**src/bmc_pkg.sv**
```systemverilog
// Package for the bracket match corrector: item types, stack sizing,
// bracket character codes and kind helpers. No dependencies.
package bmc_pkg;

  // Stack sizing
  localparam int STACK_DEPTH = 1024;
  localparam int CNT_W       = $clog2(STACK_DEPTH + 1);

  // Bracket characters
  localparam logic [7:0] CH_LROUND  = 8'h28;  // (
  localparam logic [7:0] CH_RROUND  = 8'h29;  // )
  localparam logic [7:0] CH_LSQUARE = 8'h5B;  // [
  localparam logic [7:0] CH_RSQUARE = 8'h5D;  // ]
  localparam logic [7:0] CH_LCURLY  = 8'h7B;  // {
  localparam logic [7:0] CH_RCURLY  = 8'h7D;  // }

  localparam logic [15:0] SAT_MAX = 16'hFFFF;

  // Bracket kind codes held in the stack
  typedef logic [1:0] kind_t;
  localparam kind_t KIND_ROUND  = 2'd0;
  localparam kind_t KIND_SQUARE = 2'd1;
  localparam kind_t KIND_CURLY  = 2'd2;

  typedef struct packed {
    logic [7:0] in_char;
    logic       in_last;
  } in_item_t;

  typedef struct packed {
    logic [7:0]  out_char;
    logic        mismatch;
    logic [15:0] position;
    logic [15:0] error_total;
    logic        out_last;
  } out_item_t;

  // Request from the control logic to the stack
  typedef struct packed {
    logic  push;
    logic  pop;
    logic  clear;
    kind_t kind;
  } stk_cmd_t;

  // Stack status seen by the control logic
  typedef struct packed {
    logic  empty;
    logic  full;
    kind_t top;
  } stk_stat_t;

  // Shift control for one cell
  typedef struct packed {
    logic shift_down;
    logic shift_up;
  } cell_op_t;

  // Closer that matches a kind; an unused code corrects to round
  function automatic logic [7:0] kind_closer(input kind_t k);
    logic [7:0] c;
    case (k)
      KIND_ROUND:  c = CH_RROUND;
      KIND_SQUARE: c = CH_RSQUARE;
      KIND_CURLY:  c = CH_RCURLY;
      default:     c = CH_RROUND;
    endcase
    return c;
  endfunction

endpackage

```
**src/bmc_cell.sv**
```systemverilog
// One stack cell: holds a single bracket kind and trades it with its
// neighbours. Depends on bmc_pkg.
module bmc_cell
  import bmc_pkg::*;
(
  input  logic     clk,
  input  cell_op_t op,
  input  kind_t    from_above,
  input  kind_t    from_below,
  output kind_t    kind_o
);

  kind_t kind_r;
  kind_t kind_nxt;

  // Take the upper neighbour on push, the lower one on pop, else hold
  always_comb begin
    kind_nxt = kind_r;
    if (op.shift_down) begin
      kind_nxt = from_above;
    end else if (op.shift_up) begin
      kind_nxt = from_below;
    end
  end

  always_ff @(posedge clk) begin
    kind_r <= kind_nxt;
  end

  assign kind_o = kind_r;

endmodule

```
**src/bmc_stack.sv**
```systemverilog
// Bracket stack as a chain of shifting cells with the top in cell 0,
// plus the fill count. Depends on bmc_pkg and bmc_cell.
module bmc_stack
  import bmc_pkg::*;
(
  input  logic      clk,
  input  logic      rst_n,
  input  stk_cmd_t  cmd,
  output stk_stat_t stat
);

  logic [CNT_W-1:0] count_r;
  logic [CNT_W-1:0] count_nxt;
  logic             empty;
  logic             full;
  logic             push_eff;
  logic             pop_eff;
  cell_op_t         op;
  kind_t            kinds [STACK_DEPTH];

  assign empty    = (count_r == '0);
  assign full     = (count_r == CNT_W'(STACK_DEPTH));
  assign push_eff = cmd.push && !full;
  assign pop_eff  = cmd.pop && !empty;

  assign op.shift_down = push_eff;
  assign op.shift_up   = pop_eff;

  // Build the chain: cell 0 takes the new kind, the bottom cell holds on pop
  for (genvar i = 0; i < STACK_DEPTH; i++) begin : g_cell
    kind_t above;
    kind_t below;
    if (i == 0) begin : g_top
      assign above = cmd.kind;
    end else begin : g_mid
      assign above = kinds[i-1];
    end
    if (i == STACK_DEPTH - 1) begin : g_bot
      assign below = kinds[i];
    end else begin : g_up
      assign below = kinds[i+1];
    end
    bmc_cell u_cell (
      .clk        (clk),
      .op         (op),
      .from_above (above),
      .from_below (below),
      .kind_o     (kinds[i])
    );
  end

  // Advance the fill count; drop to empty at the end of a string
  always_comb begin
    count_nxt = count_r;
    if (cmd.clear) begin
      count_nxt = '0;
    end else if (push_eff) begin
      count_nxt = count_r + CNT_W'(1);
    end else if (pop_eff) begin
      count_nxt = count_r - CNT_W'(1);
    end
  end

  always_ff @(posedge clk) begin
    if (!rst_n) begin
      count_r <= '0;
    end else begin
      count_r <= count_nxt;
    end
  end

  assign stat.empty = empty;
  assign stat.full  = full;
  assign stat.top   = kinds[0];

endmodule

```
**src/bracket_match_corrector_unit.sv**
```systemverilog
// Top level of the bracket match corrector: character decode, counters,
// stack and a two-entry output buffer. Depends on bmc_pkg and bmc_stack.
//
// Takes one text byte per cycle while in_stall is low and returns one
// item per byte, back to back. Each result is registered in the output
// register or skid entry. The stack keeps pace as a chain of
// shifting cells with the top kind always held in cell 0. A two-entry output
// buffer lets input continue while a result waits; in_stall rises only when
// both entries are full. Openers are pushed as kind codes, closers pop; a
// mismatched closer is flagged, counted and replaced by the closer that fits
// the popped opener. A closer on an empty stack passes unchanged and a push
// onto a full stack is dropped. Position and error count saturate at 65535
// and clear with stack after the item marked in_last. No clearing pass is
// needed after reset.
module bracket_match_corrector_unit
  import bmc_pkg::*;
(
  input  logic      clk,
  input  logic      rst_n,
  input  logic      in_valid,
  output logic      in_stall,
  input  in_item_t  in_data,
  output logic      out_valid,
  input  logic      out_stall,
  output out_item_t out_data
);

  logic        accept;
  logic        take;
  logic        is_open;
  logic        is_close;
  kind_t       open_kind;
  kind_t       close_kind;
  stk_cmd_t    cmd;
  stk_stat_t   stat;
  logic        bad;
  logic [15:0] err_inc;
  out_item_t   res;

  logic [15:0] byte_index_r;
  logic [15:0] byte_index_nxt;
  logic [15:0] error_count_r;
  logic [15:0] error_count_nxt;

  logic        out_v_r;
  logic        out_v_nxt;
  out_item_t   out_r;
  out_item_t   out_nxt;
  logic        skid_v_r;
  logic        skid_v_nxt;
  out_item_t   skid_r;
  out_item_t   skid_nxt;

  assign in_stall = skid_v_r;
  assign accept   = in_valid && !skid_v_r;
  assign take     = out_v_r && !out_stall;

  // Decode the byte
  always_comb begin
    is_open    = 1'b1;
    is_close   = 1'b1;
    open_kind  = KIND_ROUND;
    close_kind = KIND_ROUND;
    case (in_data.in_char)
      CH_LSQUARE: open_kind = KIND_SQUARE;
      CH_LCURLY:  open_kind = KIND_CURLY;
      CH_LROUND:  open_kind = KIND_ROUND;
      default:    is_open   = 1'b0;
    endcase
    case (in_data.in_char)
      CH_RSQUARE: close_kind = KIND_SQUARE;
      CH_RCURLY:  close_kind = KIND_CURLY;
      CH_RROUND:  close_kind = KIND_ROUND;
      default:    is_close   = 1'b0;
    endcase
  end

  assign cmd.push  = accept && is_open;
  assign cmd.pop   = accept && is_close;
  assign cmd.clear = accept && in_data.in_last;
  assign cmd.kind  = open_kind;

  bmc_stack u_stack (
    .clk   (clk),
    .rst_n (rst_n),
    .cmd   (cmd),
    .stat  (stat)
  );

  // Form the result item
  assign bad     = is_close && !stat.empty && (stat.top != close_kind);
  assign err_inc = (bad && error_count_r != SAT_MAX) ? error_count_r + 16'd1
                                                      : error_count_r;

  always_comb begin
    res.out_char    = bad ? kind_closer(stat.top) : in_data.in_char;
    res.mismatch    = bad;
    res.position    = byte_index_r;
    res.error_total = err_inc;
    res.out_last    = in_data.in_last;
  end

  // Advance position and error count, clear them after the last byte
  always_comb begin
    byte_index_nxt  = byte_index_r;
    error_count_nxt = error_count_r;
    if (accept) begin
      if (in_data.in_last) begin
        byte_index_nxt  = '0;
        error_count_nxt = '0;
      end else begin
        byte_index_nxt  = (byte_index_r != SAT_MAX) ? byte_index_r + 16'd1
                                                    : byte_index_r;
        error_count_nxt = err_inc;
      end
    end
  end

  // Output register with skid entry behind it
  always_comb begin
    out_v_nxt  = out_v_r;
    out_nxt    = out_r;
    skid_v_nxt = skid_v_r;
    skid_nxt   = skid_r;
    if (skid_v_r) begin
      if (take) begin
        out_nxt    = skid_r;
        skid_v_nxt = 1'b0;
      end
    end else if (out_v_r && !take) begin
      if (accept) begin
        skid_nxt   = res;
        skid_v_nxt = 1'b1;
      end
    end else begin
      out_v_nxt = accept;
      if (accept) begin
        out_nxt = res;
      end
    end
  end

  always_ff @(posedge clk) begin
    if (!rst_n) begin
      byte_index_r  <= '0;
      error_count_r <= '0;
      out_v_r       <= 1'b0;
      skid_v_r      <= 1'b0;
    end else begin
      byte_index_r  <= byte_index_nxt;
      error_count_r <= error_count_nxt;
      out_v_r       <= out_v_nxt;
      skid_v_r      <= skid_v_nxt;
    end
  end

  always_ff @(posedge clk) begin
    out_r  <= out_nxt;
    skid_r <= skid_nxt;
  end

  assign out_valid = out_v_r;
  assign out_data  = out_r;

endmodule

```
**config.mk**
```make
export PLATFORM = sky130hd
export DESIGN_NAME = bracket_match_corrector_unit
export DESIGN_NICKNAME = d
export VERILOG_FILES = /design/src/bmc_pkg.sv /design/src/bmc_cell.sv /design/src/bmc_stack.sv /design/src/bracket_match_corrector_unit.sv
export SDC_FILE = /design/constraint.sdc
export NUM_CORES = 2
export LEC_CHECK = 0
export ABC_AREA = 1
export BUFFER_PORTS_ARGS = -buffer_cell sky130_fd_sc_hd__buf_2
export CAP_MARGIN = 30
export CORE_ASPECT_RATIO = 0.75
export CORE_UTILIZATION = 35
export DETAILED_ROUTE_END_ITERATION = 10
export PLACE_DENSITY = 0.61
export SLEW_MARGIN = 20
export SYNTH_ARGS = -nofsm -noshare
export SYNTH_HDL_FRONTEND = slang
export SYNTH_HIERARCHICAL = 1
export SYNTH_SLANG_ARGS = --single-unit
export TNS_END_PERCENT = 30
```
**constraint.sdc**
```tcl
create_clock -name clk -period 207.1 [get_ports clk]
set_input_delay 41.42 -clock clk [delete_from_list [all_inputs] [get_ports clk]]
set_output_delay 41.42 -clock clk [all_outputs]
set_load 0.005 [all_outputs]
```
==> impl_metrics.py <==
metrics = {
    "status": {
        "outcome": "finished, final reports clean",
    },
    "pwr": {
        "vdd_ir_drop_max_v": 0.00000641,
        "power_per_cell_area_mw_per_mm2": 7.78,
        "p_int_mw": 0.712,
        "p_leak_nw": 47.8,
        "p_total_mw": 0.887,
        "seqPwrFrac": 0.542,
        "swShare": 0.198,
        "clockPowerShare": 0.448,
        "switchingPower_mw": 0.176,
        "combPwrFrac": 0.010,
    },
    "logic_synthesis": {
        "syn-num-nets": 11009,
        "syn_inst": 10983,
        "synthesis.area_sq_mm": 0.101,
        "yosys_warnings": 6,
        "syn_avg_cell_area_sq_um": 9.22,
    },
    "finish": {
        "area_growth_pct": 12.6,
        "mostFrequentLayoutCell": "nand2_1",
        "nNetsFinal": 11326,
        "drive_gt1_frac": 0.0417,
        "n_fill_cell": 28093,
        "fin_area_sq_mm": 0.114,
        "num_antenna_cells": 0,
        "mostFrequentLayoutCells": "nand2_1 (6350), edfxtp_1 (2132), inv_1 (1092)",
        "fin_util": 0.397,
    },
    "clock_network": {
        "htreeDepth": 4,
        "cts_root_buf": "clkbuf_16",
        "cts_tree": "yes",
        "cts_hold_buf": 0,
        "clkTransAtPathRegs_ns": 0.06,
        "cts.sinks": 2177,
        "post_cts_buffers": 0,
        "cts_buffers": 224,
        "insertion_delay_ns": 0.87,
        "post_cts_resized": 0,
        "clock_path_buffers": 4,
    },
    "setup_path": {
        "r2r_start": "in_stall",
        "startpoint_type": "input pin",
        "worst_ep_required_time_ns": 207.67,
        "cp_max_fo": 277,
        "critical_path_arrival_ns": 47.21,
        "worstSetupStartpoint": "in_data[5]",
        "crit_path_end_kind": "flip-flop",
        "worst-setup-path-type": "in2reg",
    },
    "floorplanning": {
        "ios": 57,
        "rows": 170,
        "core_sq_mm": 0.287,
        "initial_utilization": 0.353,
        "die_y_um": 468,
        "die_x_um": 623,
        "dieArea_sq_mm": 0.291,
    },
    "global_routing": {
        "overflow": 0,
        "grt_pass1_vias": 61653,
        "antenna_found_initial": 0,
        "grt_max_degree": 278,
        "grt_use_total": 0.117,
        "grt_pass1_wl_um": 293000,
    },
    "place": {
        "port_buffers": 56,
        "hpwl_um": 107000,
        "place_area_sq_mm": 0.107,
        "place_congestion": 0.743,
    },
    "detailed_routing": {
        "wl_per_cell_um": 11.4,
        "drc": 0,
        "drt_wl_total_um": 174000,
        "first_pass_iters": 5,
        "drt_first_iter_violations": 4654,
        "vias": 66255,
        "ant_nets": 0,
        "post_drt_via_cell_ratio": 4.34,
    },
    "timing": {
        "setup_viol": 0,
        "fin_skew_ns": 0.0532,
        "worstMarginPinSlew_ns": 1.18,
        "slew_headroom": 0.212,
        "hold_viol_final": 0,
        "fin_crit_sh": 0.225,
        "grt_setup_unrepaired": "false",
        "hold_slack_ns": 0.457,
        "clock.fmax_ghz": 0.0214,
        "period_needed_ns": 46.63,
        "drv_slew": 0,
        "tns_ns": 0,
    },
    "job": {
        "cap_violations": 0,
    },
    "worst_hold_path": {
        "hp-start": "byte_index_r[6]",
        "hp-class": "reg2reg",
    },
}
through the flow:
stage | std cells | worst slack [ns]
finish | 15260 | 160.47
global route | 15260 | 159.79
detailed placement | 14846 | 159.21
CTS | 15248 | 160.11
global placement | 14844 | 159.26
floorplan | 10983 | 111.19
path summary, 6_finish.rpt:
check	end	slack, ns	cells after the start
min reg2reg	skid_r[23]	0.46	0
max	u_stack/g_cell[660].u_cell/kind_o[1]	160.47	18
max reg2reg	u_stack/g_cell[660].u_cell/kind_o[1]	200.68	14
min	skid_r[23]	0.46	0
power by group through the flow:
stage                     Sequential, mW  Combinational, mW  Clock, mW
after detailed placement           0.490            0.00886          0
after global routing               0.481             0.0103      0.429
after CTS                          0.481            0.00890      0.413
final                              0.481            0.00884      0.398
after global placement             0.490            0.00872          0
after floorplan                    0.490             0.0241          0
layer usage:
metal  GRT usage  up-vias  routed length [um]
li1            -    35327                   -
met1       0.183    29921               94600
met2       0.168      773               69100
met3      0.0189      234                6930
met4      0.0278        0                3230
met5           0        -                   0
state kept, by name, indices dropped and copies added (netlist names):
name	count
u_stack/count_r	11
error_count_r	16
in_stall	1
byte_index_r	16
out_data	42
u_stack/g_cell.u_cell/kind_o	2048
out_valid	1
skid_r	42
layout make-up:
| class | instances | area, sq um | area share |
|---|---|---|---|
| Inverter | 1096 | 4130 | 0.0362 |
| Sequential cell | 2177 | 64900 | 0.569 |
| Clock inverter | 118 | 1170 | 0.0102 |
| Multi-Input combinational cell | 7684 | 32100 | 0.281 |
| Clock buffer | 284 | 5930 | 0.0520 |
| Tap cell | 3784 | 4730 | 0.0415 |
| Timing Repair Buffer | 117 | 1060 | 0.00930 |
critical path, stage by stage:
cell	delay (ns)
buf_2	0.11
inv_1	0.08
nand2_1	0.05
nor2_1	0.14
inv_1	0.06
nor4_1	0.24
o31ai_1	0.14
inv_1	0.18
nand2_4	0.17
inv_8	0.27
buf_12	0.50
buf_4	0.73
buf_4	0.82
buf_12	0.76
buf_12	0.58
inv_1	0.15
nand2_1	0.10
nand2_1	0.05
No activity file was read; power rests on OpenSTA's default activity.
